File: config.mk
export PLATFORM = sky130hd
export DESIGN_NAME = signed_fixed_point_decimal_text_flat
export DESIGN_NICKNAME = d
export VERILOG_FILES = /design/src/rtl/core/sfpdt_pkg.sv /design/src/rtl/core/sfpdt_if.sv /design/src/rtl/core/sfpdt_front.sv /design/src/rtl/core/sfpdt_queue.sv /design/src/rtl/core/sfpdt_back.sv /design/src/rtl/core/signed_fixed_point_decimal_text.sv /design/src/flat_wrapper.sv
export SDC_FILE = /design/constraint.sdc
export NUM_CORES = 1
export LEC_CHECK = 0
export ABC_AREA = 0
export BUFFER_PORTS_ARGS = -buffer_cell sky130_fd_sc_hd__buf_2
export CAP_MARGIN = 40
export CORE_ASPECT_RATIO = 0.8
export CORE_MARGIN = 4
export CORE_UTILIZATION = 42
export DETAILED_ROUTE_END_ITERATION = 8
export SLEW_MARGIN = 20
export SYNTH_ARGS = -nofsm -noshare
export SYNTH_HDL_FRONTEND = slang
export SYNTH_SLANG_ARGS = --single-unit
File: constraint.sdc
create_clock -name clock -period 11.65 [get_ports clock]
set_clock_uncertainty 0.1 [all_clocks]
set_input_delay 1.7475 -clock clock [delete_from_list [all_inputs] [get_ports clock]]
set_output_delay 1.7475 -clock clock [all_outputs]
set_load 0.005 [all_outputs]
File: src/rtl/core/sfpdt_pkg.sv
`timescale 1ns / 1ps

package sfpdt_pkg;

   // ASCII codes used in the text.
   localparam logic [7:0] CHAR_MINUS = 8'h2D;
   localparam logic [7:0] CHAR_DOT   = 8'h2E;
   localparam logic [7:0] CHAR_ZERO  = 8'h30;
   localparam logic [7:0] CHAR_NINE  = 8'h39;
   localparam logic [7:0] CHAR_NUL   = 8'h00;

   localparam int unsigned VALUE_WIDTH = 25;

   // Position of an integer digit, most significant first.
   localparam logic [1:0] DIGIT_HUNDREDS = 2'd0;
   localparam logic [1:0] DIGIT_TENS     = 2'd1;
   localparam logic [1:0] DIGIT_ONES     = 2'd2;
   localparam logic [1:0] INT_DIGITS     = 2'd3;

   localparam int unsigned QUEUE_DEPTH = 2;

   // Classified header of one number, passed from the front to the back.
   typedef struct packed {
      logic       negative;
      logic [1:0] int_count;
      logic [3:0] hundreds;
      logic [3:0] tens;
      logic [3:0] ones;
   } head_type;

endpackage

File: src/rtl/core/sfpdt_if.sv
`timescale 1ns / 1ps

interface sfpdt_req_if;
   logic        valid;
   logic        ready;
   logic [24:0] value_fixed;

   modport source (output valid, output value_fixed, input ready);
   modport sink (input valid, input value_fixed, output ready);
endinterface

interface sfpdt_rsp_if;
   logic       valid;
   logic       ready;
   logic [7:0] text_char;
   logic       last_char;

   modport source (output valid, output text_char, output last_char, input ready);
   modport sink (input valid, input text_char, input last_char, output ready);
endinterface

File: src/rtl/core/sfpdt_front.sv
`timescale 1ns / 1ps

module sfpdt_front
   import sfpdt_pkg::*;
#(
   parameter int unsigned FRAC_BITS = 16
) (
   sfpdt_req_if.sink              req_if,
   output logic                   push_valid,
   input  logic                   push_ready,
   output head_type               push_head,
   output logic [FRAC_BITS-1:0]   push_frac
);

   localparam int unsigned CW = (FRAC_BITS + 8 > VALUE_WIDTH) ? FRAC_BITS + 8 : VALUE_WIDTH;
   localparam logic [CW-1:0] MAG_MAX = CW'((64'd256 << FRAC_BITS) - 64'd1);

   logic                   negative;
   logic [VALUE_WIDTH-1:0] mag;
   logic [CW-1:0]          mag_ext;
   logic [CW-1:0]          mag_sat;
   logic [7:0]             ipart;
   logic [3:0]             hundreds;
   logic [7:0]             rem;
   logic [15:0]            tens_prod;
   logic [3:0]             tens;
   logic [7:0]             ones_full;
   logic [3:0]             ones;

   assign negative = req_if.value_fixed[VALUE_WIDTH-1];

   // The most negative pattern negates to itself as an unsigned magnitude of 2^24.
   assign mag     = negative ? (~req_if.value_fixed + 1'b1) : req_if.value_fixed;
   assign mag_ext = CW'(mag);
   assign mag_sat = (mag_ext > MAG_MAX) ? MAG_MAX : mag_ext;
   assign ipart   = mag_sat[FRAC_BITS+7:FRAC_BITS];

   always_comb begin
      if (ipart >= 8'd200) begin
         hundreds = 4'd2;
         rem      = ipart - 8'd200;
      end else if (ipart >= 8'd100) begin
         hundreds = 4'd1;
         rem      = ipart - 8'd100;
      end else begin
         hundreds = 4'd0;
         rem      = ipart;
      end
   end

   // Division by ten through the reciprocal 205 / 2048, exact for every remainder here (below 100).
   assign tens_prod = 16'(rem) * 16'd205;
   assign tens      = tens_prod[14:11];
   assign ones_full = rem - 8'(tens) * 8'd10;
   assign ones      = ones_full[3:0];

   always_comb begin
      push_head.negative = negative;
      push_head.hundreds = hundreds;
      push_head.tens     = tens;
      push_head.ones     = ones;
      if (hundreds != 4'd0) begin
         push_head.int_count = 2'd3;
      end else if (tens != 4'd0) begin
         push_head.int_count = 2'd2;
      end else begin
         push_head.int_count = 2'd1;
      end
   end

   assign push_frac    = mag_sat[FRAC_BITS-1:0];
   assign push_valid   = req_if.valid;
   assign req_if.ready = push_ready;

endmodule

File: src/rtl/core/sfpdt_queue.sv
`timescale 1ns / 1ps

module sfpdt_queue
   import sfpdt_pkg::*;
#(
   parameter int unsigned WIDTH = 32
) (
   input  logic             clock,
   input  logic             reset,
   input  logic             in_valid,
   output logic             in_ready,
   input  logic [WIDTH-1:0] in_data,
   output logic             out_valid,
   input  logic             out_ready,
   output logic [WIDTH-1:0] out_data
);

   localparam int unsigned PW = (QUEUE_DEPTH > 1) ? $clog2(QUEUE_DEPTH) : 1;
   localparam int unsigned CNW = $clog2(QUEUE_DEPTH + 1);

   logic [WIDTH-1:0] slot_ff [QUEUE_DEPTH];
   logic [PW-1:0]    wr_ptr_ff;
   logic [PW-1:0]    wr_ptr_in;
   logic [PW-1:0]    rd_ptr_ff;
   logic [PW-1:0]    rd_ptr_in;
   logic [CNW-1:0]   count_ff;
   logic [CNW-1:0]   count_in;
   logic             push;
   logic             pop;

   assign in_ready  = (count_ff != CNW'(QUEUE_DEPTH));
   assign out_valid = (count_ff != '0);
   assign out_data  = slot_ff[rd_ptr_ff];
   assign push      = in_valid && in_ready;
   assign pop       = out_valid && out_ready;

   always_comb begin
      wr_ptr_in = wr_ptr_ff;
      rd_ptr_in = rd_ptr_ff;
      count_in  = count_ff;
      if (push) begin
         wr_ptr_in = (wr_ptr_ff == PW'(QUEUE_DEPTH - 1)) ? '0 : wr_ptr_ff + 1'b1;
      end
      if (pop) begin
         rd_ptr_in = (rd_ptr_ff == PW'(QUEUE_DEPTH - 1)) ? '0 : rd_ptr_ff + 1'b1;
      end
      if (push && !pop) begin
         count_in = count_ff + 1'b1;
      end else if (pop && !push) begin
         count_in = count_ff - 1'b1;
      end
   end

   always_ff @(posedge clock) begin
      if (reset) begin
         wr_ptr_ff <= '0;
         rd_ptr_ff <= '0;
         count_ff  <= '0;
      end else begin
         wr_ptr_ff <= wr_ptr_in;
         rd_ptr_ff <= rd_ptr_in;
         count_ff  <= count_in;
      end
   end

   always_ff @(posedge clock) begin
      if (push) begin
         slot_ff[wr_ptr_ff] <= in_data;
      end
   end

endmodule

File: src/rtl/core/sfpdt_back.sv
`timescale 1ns / 1ps

module sfpdt_back
   import sfpdt_pkg::*;
#(
   parameter int unsigned FRAC_BITS   = 16,
   parameter int unsigned FRAC_DIGITS = 4
) (
   input  logic                 clock,
   input  logic                 reset,
   input  logic                 q_valid,
   output logic                 q_ready,
   input  head_type             q_head,
   input  logic [FRAC_BITS-1:0] q_frac,
   sfpdt_rsp_if.source          rsp_if
);

   localparam int unsigned FCW = (FRAC_DIGITS > 1) ? $clog2(FRAC_DIGITS) : 1;

   typedef enum logic [2:0] {
      ST_IDLE,
      ST_SIGN,
      ST_INT,
      ST_DOT,
      ST_FRAC,
      ST_NUL
   } state_type;

   state_type            state_ff;
   state_type            state_in;
   head_type             head_ff;
   head_type             head_in;
   logic [FRAC_BITS-1:0] frac_ff;
   logic [FRAC_BITS-1:0] frac_in;
   logic [1:0]           idx_ff;
   logic [1:0]           idx_in;
   logic [FCW-1:0]       cnt_ff;
   logic [FCW-1:0]       cnt_in;
   logic                 valid_ff;
   logic                 valid_in;
   logic [7:0]           char_ff;
   logic [7:0]           char_in;
   logic                 last_ff;
   logic                 last_in;
   logic                 adv;
   logic                 load;
   logic [3:0]           int_digit;
   logic [FRAC_BITS+3:0] frac_prod;

   // The output register moves on when it is empty or being taken.
   assign adv = !valid_ff || rsp_if.ready;

   always_comb begin
      case (idx_ff)
         DIGIT_HUNDREDS: int_digit = head_ff.hundreds;
         DIGIT_TENS:     int_digit = head_ff.tens;
         default:        int_digit = head_ff.ones;
      endcase
   end

   // Times ten: the top four bits are the next fraction digit.
   assign frac_prod = ({4'b0, frac_ff} << 3) + ({4'b0, frac_ff} << 1);

   always_comb begin
      state_in = state_ff;
      head_in  = head_ff;
      frac_in  = frac_ff;
      idx_in   = idx_ff;
      cnt_in   = cnt_ff;
      valid_in = valid_ff;
      char_in  = char_ff;
      last_in  = last_ff;
      load     = 1'b0;
      q_ready  = 1'b0;
      if (adv) begin
         unique case (state_ff)
            ST_IDLE: begin
               valid_in = 1'b0;
               load     = 1'b1;
            end
            ST_SIGN: begin
               valid_in = 1'b1;
               char_in  = CHAR_MINUS;
               last_in  = 1'b0;
               state_in = ST_INT;
            end
            ST_INT: begin
               valid_in = 1'b1;
               char_in  = CHAR_ZERO + {4'b0, int_digit};
               last_in  = 1'b0;
               if (idx_ff == DIGIT_ONES) begin
                  state_in = ST_DOT;
               end else begin
                  idx_in = idx_ff + 1'b1;
               end
            end
            ST_DOT: begin
               valid_in = 1'b1;
               char_in  = CHAR_DOT;
               last_in  = 1'b0;
               cnt_in   = '0;
               state_in = ST_FRAC;
            end
            ST_FRAC: begin
               valid_in = 1'b1;
               char_in  = CHAR_ZERO + {4'b0, frac_prod[FRAC_BITS+3:FRAC_BITS]};
               last_in  = 1'b0;
               frac_in  = frac_prod[FRAC_BITS-1:0];
               if (cnt_ff == FCW'(FRAC_DIGITS - 1)) begin
                  state_in = ST_NUL;
               end else begin
                  cnt_in = cnt_ff + 1'b1;
               end
            end
            ST_NUL: begin
               valid_in = 1'b1;
               char_in  = CHAR_NUL;
               last_in  = 1'b1;
               load     = 1'b1;
            end
            default: begin
               state_in = ST_IDLE;
            end
         endcase
         // The next number starts in the same cycle as the terminating byte.
         if (load) begin
            if (q_valid) begin
               q_ready  = 1'b1;
               head_in  = q_head;
               frac_in  = q_frac;
               idx_in   = INT_DIGITS - q_head.int_count;
               state_in = q_head.negative ? ST_SIGN : ST_INT;
            end else begin
               state_in = ST_IDLE;
            end
         end
      end
   end

   always_ff @(posedge clock) begin
      if (reset) begin
         state_ff <= ST_IDLE;
         valid_ff <= 1'b0;
      end else begin
         state_ff <= state_in;
         valid_ff <= valid_in;
      end
      head_ff <= head_in;
      frac_ff <= frac_in;
      idx_ff  <= idx_in;
      cnt_ff  <= cnt_in;
      char_ff <= char_in;
      last_ff <= last_in;
   end

   assign rsp_if.valid     = valid_ff;
   assign rsp_if.text_char = char_ff;
   assign rsp_if.last_char = last_ff;

endmodule

File: src/rtl/core/signed_fixed_point_decimal_text.sv
`timescale 1ns / 1ps

// Prints one signed fixed-point number per request transaction as decimal ASCII text, one
// character per response transaction: an optional '-', the integer part without leading
// zeros (at most three digits, the magnitude saturating just below 256), '.', FRAC_DIGITS
// truncated fraction digits and a zero byte flagged by last_char. A number has from 1 + 1 +
// FRAC_DIGITS + 1 up to 3 + 1 + FRAC_DIGITS + 2 characters (7 to 10 at the defaults), formed
// by the output sequencer at one character per cycle while the receiver is ready. When the
// block is empty, a taken request passes the queue and the sequencer state to the output.
// A two-entry queue holds classified numbers, so requests are taken while the text of an
// earlier number is still going out.

module signed_fixed_point_decimal_text
   import sfpdt_pkg::*;
#(
   parameter int unsigned FRAC_BITS   = 16,
   parameter int unsigned FRAC_DIGITS = 4
) (
   input  logic        clock,
   input  logic        reset,
   sfpdt_req_if.sink   req_if,
   sfpdt_rsp_if.source rsp_if
);

   localparam int unsigned QW = $bits(head_type) + FRAC_BITS;

   logic                 push_valid;
   logic                 push_ready;
   head_type             push_head;
   logic [FRAC_BITS-1:0] push_frac;
   logic                 q_valid;
   logic                 q_ready;
   logic [QW-1:0]        q_data;
   head_type             q_head;
   logic [FRAC_BITS-1:0] q_frac;

   sfpdt_front #(
      .FRAC_BITS (FRAC_BITS)
   ) u_front (
      .req_if     (req_if),
      .push_valid (push_valid),
      .push_ready (push_ready),
      .push_head  (push_head),
      .push_frac  (push_frac)
   );

   sfpdt_queue #(
      .WIDTH (QW)
   ) u_queue (
      .clock     (clock),
      .reset     (reset),
      .in_valid  (push_valid),
      .in_ready  (push_ready),
      .in_data   ({push_head, push_frac}),
      .out_valid (q_valid),
      .out_ready (q_ready),
      .out_data  (q_data)
   );

   assign q_head = q_data[QW-1:FRAC_BITS];
   assign q_frac = q_data[FRAC_BITS-1:0];

   sfpdt_back #(
      .FRAC_BITS   (FRAC_BITS),
      .FRAC_DIGITS (FRAC_DIGITS)
   ) u_back (
      .clock   (clock),
      .reset   (reset),
      .q_valid (q_valid),
      .q_ready (q_ready),
      .q_head  (q_head),
      .q_frac  (q_frac),
      .rsp_if  (rsp_if)
   );

endmodule

File: src/flat_wrapper.sv
// flat-port wrapper written by rule: the top's interface ports become plain ports
module signed_fixed_point_decimal_text_flat import sfpdt_pkg::*;
#(
   parameter int unsigned FRAC_BITS   = 16,
   parameter int unsigned FRAC_DIGITS = 4
)
  (clock, reset, req_if_valid, req_if_value_fixed, req_if_ready, rsp_if_valid, rsp_if_text_char, rsp_if_last_char, rsp_if_ready);
  sfpdt_req_if req_if_i ();
  sfpdt_rsp_if rsp_if_i ();
  input  logic clock;
  input  logic reset;
  input wire logic [$bits(req_if_i.valid)-1:0] req_if_valid;
  input wire logic [$bits(req_if_i.value_fixed)-1:0] req_if_value_fixed;
  output wire logic [$bits(req_if_i.ready)-1:0] req_if_ready;
  output wire logic [$bits(rsp_if_i.valid)-1:0] rsp_if_valid;
  output wire logic [$bits(rsp_if_i.text_char)-1:0] rsp_if_text_char;
  output wire logic [$bits(rsp_if_i.last_char)-1:0] rsp_if_last_char;
  input wire logic [$bits(rsp_if_i.ready)-1:0] rsp_if_ready;
  assign req_if_i.valid = req_if_valid;
  assign req_if_i.value_fixed = req_if_value_fixed;
  assign req_if_ready = req_if_i.ready;
  assign rsp_if_valid = rsp_if_i.valid;
  assign rsp_if_text_char = rsp_if_i.text_char;
  assign rsp_if_last_char = rsp_if_i.last_char;
  assign rsp_if_i.ready = rsp_if_ready;
  signed_fixed_point_decimal_text #(.FRAC_BITS(FRAC_BITS), .FRAC_DIGITS(FRAC_DIGITS)) u_core (.clock(clock), .reset(reset), .req_if(req_if_i), .rsp_if(rsp_if_i));
endmodule
* After elaboration in Yosys (flattened, before gate mapping)
Memory sizes are Yosys's and may differ from the RTL's. A register that Yosys moved wholly into a read port is not among the register bits.
Index checks and enable logic that the tools add are counted.
** Storage, ports and cells
- Register bits after elaboration :: 49
- Latch bits :: 0
- Memory bits (writable) :: 58
- Bits in read-only memories :: 0
- Input port bits :: 29
- Output and inout port bits :: 11
- Word-level logic and storage cells :: 114
- Memories :: 1
** Operators by class
- Add/sub/neg operators :: 14
- Multipliers :: 2
- Div/mod/pow operators :: 0
- Magnitude comparators :: 3
- Eq/ne operators :: 13
- Shift operators :: 0
- Muxes and demuxes :: 40
- Bitwise gates (word level) :: 1
- Reduce and logical (&&, ||, !) cells :: 27
** Memory list
- u_core.u_queue.slot_ff :: depth 2, width 29, read ports 1, clocked after Yosys merged registers in 1, wr ports 1, RTL line sfpdt_queue.sv:21 : logic [WIDTH-1:0] slot_ff [QUEUE_DEPTH];
** Operator list (count)
- 16-bit 2-to-1 mux :: 3
- 8-bit case mux with 5 select lines :: 1
- 25-bit by 1-bit adder with 25-bit output, second input constant :: 1
- 25-bit by 24-bit > comparator with 1-bit output, second input constant :: 1
- 25-bit 2-to-1 mux :: 1
- 25-bit inverter :: 1
- 2-bit 2-to-1 mux :: 12
- 24-bit 2-to-1 mux :: 1
- 19-bit by 17-bit adder with 20-bit output :: 1
- 8-bit 2-to-1 mux :: 2
- 8-bit by 8-bit multiplier with 15-bit output, second input constant :: 1
- 3-bit case mux with 5 select lines :: 1
- 6-bit by 4-bit adder with 7-bit output, first input constant :: 2
- 1-bit 2-to-1 mux :: 12
- 2-bit nonzero test :: 5
- 3-bit 2-to-1 mux :: 3
- 8-bit by 7-bit >= comparator with 1-bit output, second input constant :: 1
- 8-bit >= comparator, second input constant :: 1
- 4-bit case mux with 2 select lines :: 1
- 4-bit nonzero test :: 2
- 8-bit by 7-bit subtractor with 8-bit output, second input constant :: 1
- 8-bit subtractor, second input constant :: 1
- 2-bit by 1-bit adder with 2-bit output, second input constant :: 3
- 3-bit by 2-bit equality test with 1-bit output, second input constant :: 2
- 26 further kinds :: 40

* Logic depth before layout (Yosys ltp)
Gate-level depths: netlist of run 1.
- Depth in word-level cells :: 12
- Gate-level depth with buffers :: 38
- Gate-level depth less buffers :: 37

* Cells and area by module
A second synthesis of run 1 with hierarchy kept.
** Unflattened totals
- Cell total of the unflattened synthesis :: 722
- Area, all modules :: 7489.7 sq um
** Modules (own cells, without submodules)
- sfpdt_back :: times used 1, cells each 276, area each 2710.1 sq um, sequential area each 1251.2 sq um
- sfpdt_queue :: times used 1, cells each 120, area each 2448.6 sq um, sequential area each 1961.9 sq um
- sfpdt_front :: times used 1, cells each 326, area each 2331.0 sq um, sequential area each 0.0 sq um

* Worst setup path before layout of run 1
OpenSTA, ideal clock, no wires.
- Path kind :: input -> register
- From :: in req_if_value_fixed[0]
- To :: mem u_core.u_queue.slot_ff[0][19] in the netlist's numbering (data pin)
- Setup time :: 0.271 ns
- Arrival time :: 8.469 ns
- Required time :: 11.279 ns
- Setup slack :: 2.810 ns
- Stages on the path :: 36
- Buffers on the path :: 0
- Cells stage by stage :: inv_1 -> ha_1 -> nor3b_1 -> nand2_1 -> or4_1 -> o21a_1 -> o22a_4 -> inv_1 -> ha_1 -> o2111a_1 -> o21ai_4 -> nand2_4 -> inv_1 -> a22oi_1 -> xor2_1 -> inv_1 -> ha_1 -> inv_1 -> fa_1 -> inv_1 -> fa_1 -> inv_1 -> fa_1 -> inv_1 -> ha_1 -> a21o_1 -> a21oi_1 -> o21ai_0 -> a21o_1 -> nor2_1 -> mux2i_1 -> xor2_1 -> ha_1 -> a21oi_1 -> xnor2_1 -> xnor3_1
** RTL lines
- from (decl) :: RTL line flat_wrapper.sv:13 : input wire logic [$bits(req_if_i.value_fixed)-1:0] req_if_value_fixed;
- to (decl) :: RTL line sfpdt_queue.sv:21

==> results of run 1 <==
==> worst register-to-register path, delay by kind of cell (launching register included) <==
family | cells | cell delay (ps)
compound gates | 9 | 2670
fa+ha+maj | 1 | 310
flops | 1 | 450
simple gates | 1 | 170
==> registers in the layout, indices dropped and copies added (netlist names), named ones only <==
signal,cells
u_core.u_back.cnt_ff,2
u_core.u_back.frac_ff,16
u_core.u_back.head_ff,10
u_core.u_back.idx_ff,2
u_core.u_back.rsp_if.last_char,1
u_core.u_back.rsp_if.text_char,6
u_core.u_back.rsp_if.valid,1
u_core.u_back.state_ff,3
u_core.u_queue.count_ff,2
u_core.u_queue.rd_ptr_ff,1
u_core.u_queue.slot_ff,58
u_core.u_queue.wr_ptr_ff,1
==> cells in the final DEF, fill, tap and decap left out, drive strengths merged, types with 8 or more instances in the layout <==
cell type	netlist	layout
buf	10	46
xor2	16	16
o21ai	46	46
dfxtp	9	9
a31oi	13	13
fa	12	12
a211oi	15	15
or3	9	9
nand3	14	14
xnor2	15	15
ha	63	63
and3	8	8
mux2	11	11
nand2	48	48
nor3	27	27
nor2	59	59
inv	55	57
clkbuf	23	10
nor2b	11	11
edfxtp	95	95
a21oi	33	33
mux2i	16	16
==> path summary, 6_finish.rpt <==
| path | from | end | cells past startpoint |
|---|---|---|---|
| worst max-delay path | req_if_value_fixed[0] | u_core.u_queue.slot_ff[0][19] | 38 |
| worst min-delay path | u_core.u_back.rsp_if.valid | u_core.u_back.rsp_if.valid | 2 |
| worst max register to register | u_core.u_back.frac_ff[3] | u_core.u_back.rsp_if.text_char[2] | 11 |
| worst min register to register | u_core.u_back.rsp_if.valid | u_core.u_back.rsp_if.valid | 2 |
==> stage by stage <==
step                cell area (sq um)  util (%)  worst slack (ps)
floorplan                        7260         -              2810
global placement                 7630      45.5              2110
detailed placement               7680      45.8              1750
CTS                              7970      47.6              2100
global route                     7970      47.6              1420
finish                           7970      47.6              2050
==> layer usage <==
layer	vias up	track usage, %
li1	2659	-
met5	-	0
met3	16	1.62
met2	79	26.2
met1	2488	23.9
met4	0	4.78
==> where the power goes <==
group	total (mW)	internal (mW)	switching, mW
Combinational	1.28	0.558	0.719
Sequential	0.715	0.645	0.0702
Clock	0.297	0.168	0.130
Total	2.29	1.37	0.919
==> final cells by class <==
cell class              instances  area (sq um)  share of cell area [%]
repair buffers                 46           268                    3.36
well taps                     220           275                    3.45
clock buffers                  10           229                    2.87
clock inverters                 6          66.3                   0.832
flip-flops and latches        104          3030                    38.0
multi-input cells             514          3890                    48.8
inverters                      56           210                    2.64
==> kinds of logic after synthesis <==
family,share of synthesized area [%]
other,0.0517
muxes,3.91
buffers and inverters,4.88
and+or+nand+nor,14.5
adders and majority gates,14.2
AOI/OAI and AO/OA,16.1
xor gates and xnor gates,4.62
DFF,41.8
==> impl_metrics.yaml, run 1 <==
run_status:
  outcome: "finished clean"
die:
  ios: 40
  coreArea_sq_um: 16800
  start_util_pct: 43.3
  dieArea_sq_um: 19500
  rows: 42
  die_h_um: 126
  die_w_um: 155
logic_synthesis:
  synth.avg_cell_area_sq_um: 10.3
  async_reset_ff_share_pct: 0
  synth-seq-area-share_pct: 41.8
  ys_ff_latch: 104
  synthTopCellsByCount: "95 x edfxtp_1, 63 x ha_1, 59 x nor2_1"
  netlist.top_cell.by_area: "edfxtp_1"
  ys_types: 78
  netlist_instances: 706
  yosysMostFrequentCell: "edfxtp_1"
  synth-main-ff-cell: "edfxtp_1"
  synth-edff-count: 95
  netlist.area_leader.share_pct: 39.3
  yosys-top-cells-area: "edfxtp_1 39%, ha_1 11%, fa_1 3.3%"
  netlist_area_sq_um: 7260
  synth_warnings: 0
finish:
  fin_cells: 956
  layout-drive-gt1-share_pct: 13.3
  area_delta_synth_final_pct: 9.81
  fin_nets: 835
  antennaDiodeCount: 0
  fillerInstances: 1513
placement:
  port_buffers: 37
  dpl.hpwl_mm: 11.9
  place.gp.congestion: 0.900
  dp.cells: 940
drt:
  drc: 0
  vias: 5242
  dr.pass1.iters: 5
  highest_layer: "met4"
  wl_mm: 15.5
  initialDrtViolationCount: 211
  wl_met3_um: 433
  avgViaCountPerCell: 5.48
  wl_per_cell_um: 16.2
  routed-wl-met2_mm: 6.97
  drtAntennaViolNets: 0
  wl_met1_mm: 7.87
pwr:
  p_total_mw: 2.29
  power.leakage_nw: 3.16
  power_density_nw_per_um2: 287
  ir_drop_uv: 193
run:
  maxCapViolCount: 0
global_route:
  grt_pass1_wl_mm: 26.5
  grt_use_total_pct: 16.5
  grt_pass1_vias: 5204
  antenna_found_initial: 0
  grt_overflow: 0
  grt_start_max_net_pins: 32
timing:
  period_needed_ps: 9600
  finalHoldViolCount: 0
  tightestPinTransition_ps: 757
  setup_viol: 0
  fmax_mhz: 104
  period_share_pct: 82.4
  drv_slew: 0
  tns_ps: 0
  rsz0062_at_grt: "false"
  max_slew_margin_pct: 48.2
  hold_slack_ps: 415
setup_path:
  cp-start-kind: "primary input"
  r2r_slack_ps: 7800
  critPathBufInv: 8
  path_max_fanout: 10
  cp_top_family: "adder cells"
  critical-path-max-stage-delay_ps: 530
  arrival_ps: 9570
  crit_path_frequent_cell: "inv_1"
  crit_type: "in -> reg"
  crit_path_top_delay_cell: "fa_1"
  cp.required_ps: 11630
  crit_path_end_kind: "flop"
clock_network:
  postCtsResizedCells: 0
  ctsLongestPathBuffers: 2
  insertion_delay_ps: 340
  cts_buffers: 9
  root_buffer: "clkbuf_16"
  h-tree-depth: 3
  clk_pin_slew_ps: 70
  holdBufCountCts: 0
  postCtsSetupBuffers: 0
  clkSinkCount: 104
  cts_tree: "done"
hold_path:
  hold_path_class: "reg -> reg"
Note: power is estimated with default switching activity, not from simulation.
==> run 2, diff against run 1 <==
clock period = 9.3 ns   (was 11.65 ns; I/O delays follow)
==> run 2 against run 1 <==
Compared with the run above:
- hold slack worse by 8.8 ps
- combinational power is 25% higher
- total power is 26% higher
- cell area is 1.2% higher
- worst setup slack worse by 1500 ps
- critical path depth stayed put
- clock power is 35% higher
- first-iteration DRC count is 41% higher
- count of clock-buffer cells in the layout is 1 lower
- utilization is 0.58 points higher
- critical path type unchanged
- critical endpoint unchanged
- highest routed layer unchanged
==> impl_metrics.yaml, run 2 (synthesis gave the netlist of run 1 again) <==
placement:
  port_buffers: 37
  pre_cts_ws_ps: 291
  dp.cells: 949
  dpl.hpwl_mm: 11.9
  place.gp.congestion: 0.854
clock_network:
  clk_pin_slew_ps: 70
  h-tree-depth: 3
  clkSinkCount: 104
  insertion_delay_ps: 340
  cts_tree: "done"
  cts_buffers: 9
  postCtsSetupBuffers: 0
  holdBufCountCts: 0
  postCtsResizedCells: 0
  ctsLongestPathBuffers: 2
  root_buffer: "clkbuf_16"
setup_path:
  r2r_slack_ps: 5790
  crit_type: "in -> reg"
  cp.required_ps: 9270
  arrival_ps: 8670
  crit_path_frequent_cell: "inv_1"
  crit_path_end_kind: "flop"
  r2r_start: "u_core.u_back.frac_ff[3]"
  r2r_cells: 12
  cp-start-kind: "primary input"
  worstReg2RegEnd: "u_core.u_back.rsp_if.text_char[2]"
  cp_top_family: "adder cells"
  critical-path-max-stage-delay_ps: 530
  crit_path_top_delay_cell: "fa_1"
  critPathBufInv: 10
  path_max_fanout: 7
die:
  dieArea_sq_um: 19500
  coreArea_sq_um: 16800
  die_h_um: 126
  ios: 40
  start_util_pct: 43.3
  rows: 42
  die_w_um: 155
global_route:
  grt_use_total_pct: 16.3
  grt_overflow: 0
  antenna_found_initial: 0
  grt_pass1_vias: 5286
  grt_start_max_net_pins: 36
  grt_pass1_wl_mm: 26.2
hold_path:
  hold_path_class: "reg -> reg"
  hold_depth: 2
  holdPathEnd: "u_core.u_queue.count_ff[1]"
  hold_start: "u_core.u_queue.count_ff[1]"
timing:
  setup_ws_ps: 599
  tns_ps: 0
  finalHoldViolCount: 0
  max_slew_margin_pct: 43.5
  fmax_mhz: 115
  period_share_pct: 93.6
  rsz0062_at_grt: "false"
  drv_slew: 0
  setup_viol: 0
  period_needed_ps: 8700
  tightestPinTransition_ps: 846
pwr:
  ir_drop_uv: 304
  power.leakage_nw: 3.22
  power_density_nw_per_um2: 359
drt:
  initialDrtViolationCount: 297
  wl_met3_um: 603
  routed-wl-met2_mm: 7.16
  wl_met1_mm: 7.69
  wl_mm: 15.7
  drtAntennaViolNets: 0
  drc: 0
  wl_per_cell_um: 16.2
  highest_layer: "met4"
  avgViaCountPerCell: 5.59
  dr.pass1.iters: 5
  vias: 5399
finish:
  regMostFlops: "u_core.u_queue.slot_ff"
  fin_nets: 845
  layout-drive-gt1-share_pct: 14.5
  layout_commonest_cell: "edfxtp_1"
  fillerInstances: 1504
  fin_cells: 966
  layout_common_cells: "95 x edfxtp_1, 63 x ha_1, 58 x nor2_1, 55 x inv_1, 47 x nand2_1"
  biggestRegsByFlops: "u_core.u_queue.slot_ff x58, u_core.u_back.frac_ff x16, u_core.u_back.head_ff x10"
  largest_reg_flops: 58
  antennaDiodeCount: 0
  area_delta_synth_final_pct: 11.2
run_status:
  outcome: "finished clean"
run:
  maxCapViolCount: 0
[run 2: worst max path at each step]
stage / from / endpoint / slack, ps / depth (start not counted)
2_1_floorplan: req_if_value_fixed[0] / u_core.u_queue.slot_ff[0][19] / 810 / 36
3_3_place_gp: req_if_value_fixed[0] / u_core.u_queue.slot_ff[0][19] / 370 / 38
3_5_place_dp: req_if_value_fixed[0] / u_core.u_queue.slot_ff[0][19] / 290 / 38
4_1_cts: req_if_value_fixed[0] / u_core.u_queue.slot_ff[0][19] / 610 / 38
5_1_grt: req_if_value_fixed[11] / u_core.u_queue.slot_ff[0][19] / 2 / 35
6_report: req_if_value_fixed[0] / u_core.u_queue.slot_ff[0][19] / 600 / 38
[run 2: layer usage]
layer / vias up / GRT usage, %
li1: 2675 / -
met1: 2579 / 23.4
met2: 126 / 26.2
met3: 19 / 1.87
met4: 0 / 4.57
met5: - / 0
[run 2: worst min-delay path, delay by kind of cell, from the launching register on]
family          cells  cell delay [ps]
flops               1              330
compound gates      2              130
[run 2: where the power goes]
group | leakage (nW) | total (mW) | switching (mW) | internal, mW
combinational | 2.10 | 1.60 | 0.899 | 0.704
sequential | 0.968 | 0.891 | 0.0826 | 0.808
clock | 0.156 | 0.401 | 0.164 | 0.236
total | 3.22 | 2.90 | 1.15 | 1.75
[run 2: layout make-up]
| class | instances | area (sq um) | area share [%] |
|---|---|---|---|
| Clock buffer | 9 | 225 | 2.79 |
| Clock inverter | 7 | 95.1 | 1.18 |
| Inverter | 56 | 210 | 2.61 |
| Multi-Input combinational cell | 514 | 3890 | 48.2 |
| Sequential cell | 104 | 3030 | 37.6 |
| Tap cell | 220 | 275 | 3.41 |
| Timing Repair Buffer | 56 | 340 | 4.22 |
[run 2: through the flow]
step | total power, mW | instance area, sq um | util [%] | hold WS (ps)
after floorplan | 2.12 | 7260 | - | 371
after CTS | 2.91 | 8060 | 48.1 | 407
final | 2.90 | 8070 | 48.1 | 407
after global placement | 2.43 | 7710 | 46.0 | 381
after detailed placement | 2.50 | 7740 | 46.1 | 398
after global routing | 3.17 | 8070 | 48.1 | 440
==> run 3, diff against run 2 <==
CORE_UTILIZATION = 48   (was 42)
PLACE_DENSITY = 0.65   (was not set)
==> run 3 against run 2 <==
Compared with the run above:
- sequential power is essentially flat
- count of clock-buffer cells in the layout is the same
- sequential share of layout area grew 0.24 points
- utilization grew 7.0 points
- critical path type unchanged
- largest power group unchanged
==> impl_metrics.yaml, run 3 (synthesis gave the netlist of run 1 again) <==
setup_path:
  worstReg2RegEnd: "u_core.u_back.rsp_if.text_char[2]"
  r2r_slack_ps: 5470
  crit_path_frequent_cell: "inv_1"
  critical-path-max-stage-delay_ps: 540
  path_max_fanout: 5
  crit_path_end_kind: "flop"
  r2r_start: "u_core.u_back.frac_ff[1]"
  arrival_ps: 8790
  crit_path_top_delay_cell: "fa_1"
  cp.required_ps: 9280
  critPathBufInv: 9
  cp-start-kind: "primary input"
  crit_type: "in -> reg"
  cp_top_family: "adder cells"
  r2r_cells: 11
timing:
  period_share_pct: 94.7
  finalHoldViolCount: 0
  hold_slack_ps: 407
  drv_slew: 0
  rsz0062_at_grt: "false"
  period_needed_ps: 8810
  setup_viol: 0
  max_slew_margin_pct: 39.3
  fmax_mhz: 114
  tns_ps: 0
  tightestPinTransition_ps: 888
clock_network:
  insertion_delay_ps: 340
  postCtsSetupBuffers: 0
  holdBufCountCts: 0
  ctsLongestPathBuffers: 2
  clkSinkCount: 104
  clk_pin_slew_ps: 80
  root_buffer: "clkbuf_16"
  postCtsResizedCells: 0
  h-tree-depth: 3
  cts_buffers: 9
  cts_tree: "done"
run:
  maxCapViolCount: 0
finish:
  biggestRegsByFlops: "u_core.u_queue.slot_ff x58, u_core.u_back.frac_ff x16, u_core.u_back.head_ff x10"
  seq_area_sq_um: 3030
  layout-drive-gt1-share_pct: 14.4
  regMostFlops: "u_core.u_queue.slot_ff"
  final_core_util_pct: 55.1
  layout_common_cells: "95 x edfxtp_1, 63 x ha_1, 58 x nor2_1, 55 x inv_1, 47 x nand2_1"
  largest_reg_flops: 58
  antennaDiodeCount: 0
  postLayoutCellArea_sq_um: 8020
  layout_commonest_cell: "edfxtp_1"
  area_delta_synth_final_pct: 10.4
  multi_input_area_sq_um: 3890
  fin_cells: 928
  fillerInstances: 1235
  fin_nets: 843
global_route:
  antenna_found_initial: 0
  grt_pass1_vias: 5282
  grt_overflow: 0
  grt_use_total_pct: 18.5
  grt_start_max_net_pins: 36
  grt_pass1_wl_mm: 26.4
pwr:
  p_seq_share_pct: 30.5
  p_sw_mw: 1.16
  power.leakage_nw: 3.21
  comb_power_share_pct: 55.6
  swShare_pct: 39.9
  power_density_nw_per_um2: 364
  p_int_mw: 1.75
  ir_drop_uv: 326
  pwr-share-clk_pct: 14.0
drt:
  initialDrtViolationCount: 403
  drtAntennaViolNets: 0
  avgViaCountPerCell: 5.79
  wl_per_cell_um: 16.8
  wl_mm: 15.6
  drc: 0
  dr.pass1.iters: 5
  vias: 5376
hold_path:
  hold_path_class: "reg -> reg"
  hold_start: "u_core.u_queue.rd_ptr_ff"
  hold_depth: 2
placement:
  place_area_sq_um: 7680
  dp.cells: 911
  port_buffers: 37
  dpl.hpwl_mm: 11.8
  place.gp.congestion: 0.919
die:
  rows: 39
  die_h_um: 118
  coreArea_sq_um: 14500
  die_w_um: 145
  ios: 40
  start_util_pct: 49.9
  dieArea_sq_um: 17200
run_status:
  outcome: "finished clean"
==> run 3: cell types whose count changed in the layout (fill, tap and decap cells not counted) <==
cell,before,now
buf_4,17,15
buf_8,1,2
clkinv_2,2,1
clkinv_4,1,0
dlymetal6s2s_1,1,0
inv_6,1,2
inv_8,0,1
==> run 3: metrics by stage <==
step	setup slack (ps)	total power, mW
after floorplan	812	2.12
after detailed placement	236	2.51
after global placement	394	2.45
final	494	2.92
after CTS	534	2.93
after global routing	52.3	3.18
==> run 3: worst register-to-register path, stage by stage, from the launching register on <==
cell       delay [ps]
edfxtp_1          460
ha_1              330
a21o_1            160
a21oi_1           210
o21ai_0           120
a21oi_1           230
o21ai_0           140
a211o_1           320
a2111oi_0         760
o31ai_1           290
a2111oi_0         410
nand3b_1          170
==> run 3: worst max-delay path by stage <==
| stage | start | end | cells past startpoint |
|---|---|---|---|
| 6_report | req_if_value_fixed[0] | u_core.u_queue.slot_ff[1][19] | 38 |
| 3_3_place_gp | req_if_value_fixed[0] | u_core.u_queue.slot_ff[0][19] | 37 |
| 3_5_place_dp | req_if_value_fixed[0] | u_core.u_queue.slot_ff[0][19] | 38 |
| 4_1_cts | req_if_value_fixed[0] | u_core.u_queue.slot_ff[1][19] | 38 |
| 2_1_floorplan | req_if_value_fixed[0] | u_core.u_queue.slot_ff[0][19] | 36 |
| 5_1_grt | req_if_value_fixed[6] | u_core.u_queue.slot_ff[0][19] | 35 |
==> run 3: metal layers <==
metal / routed length (um) / track usage, % / share of wire [%] / up-vias
met5: 0 / 0 / 0 / -
met4: 272 / 5.69 / 1.7 / 0
met3: 686 / 1.69 / 4.4 / 21
met2: 7040 / 29.0 / 45 / 155
met1: 7590 / 27.1 / 49 / 2535
li1: - / - / - / 2665
==> run 3: area by class of cell <==
type / count / area share [%]
Inverter: 56 / 2.62
Clock inverter: 7 / 1.26
Tap cell: 184 / 2.87
Multi-Input combinational cell: 514 / 48.5
Timing Repair Buffer: 54 / 4.09
Sequential cell: 104 / 37.8
Clock buffer: 9 / 2.81
==> run 3: power by group through the flow <==
stage,clock network (mW),logic (mW),registers [mW]
final,0.408,1.62,0.889
after global routing,0.436,1.84,0.909
after CTS,0.418,1.62,0.890
after detailed placement,0,1.61,0.900
after global placement,0,1.55,0.894
after floorplan,0,1.25,0.871
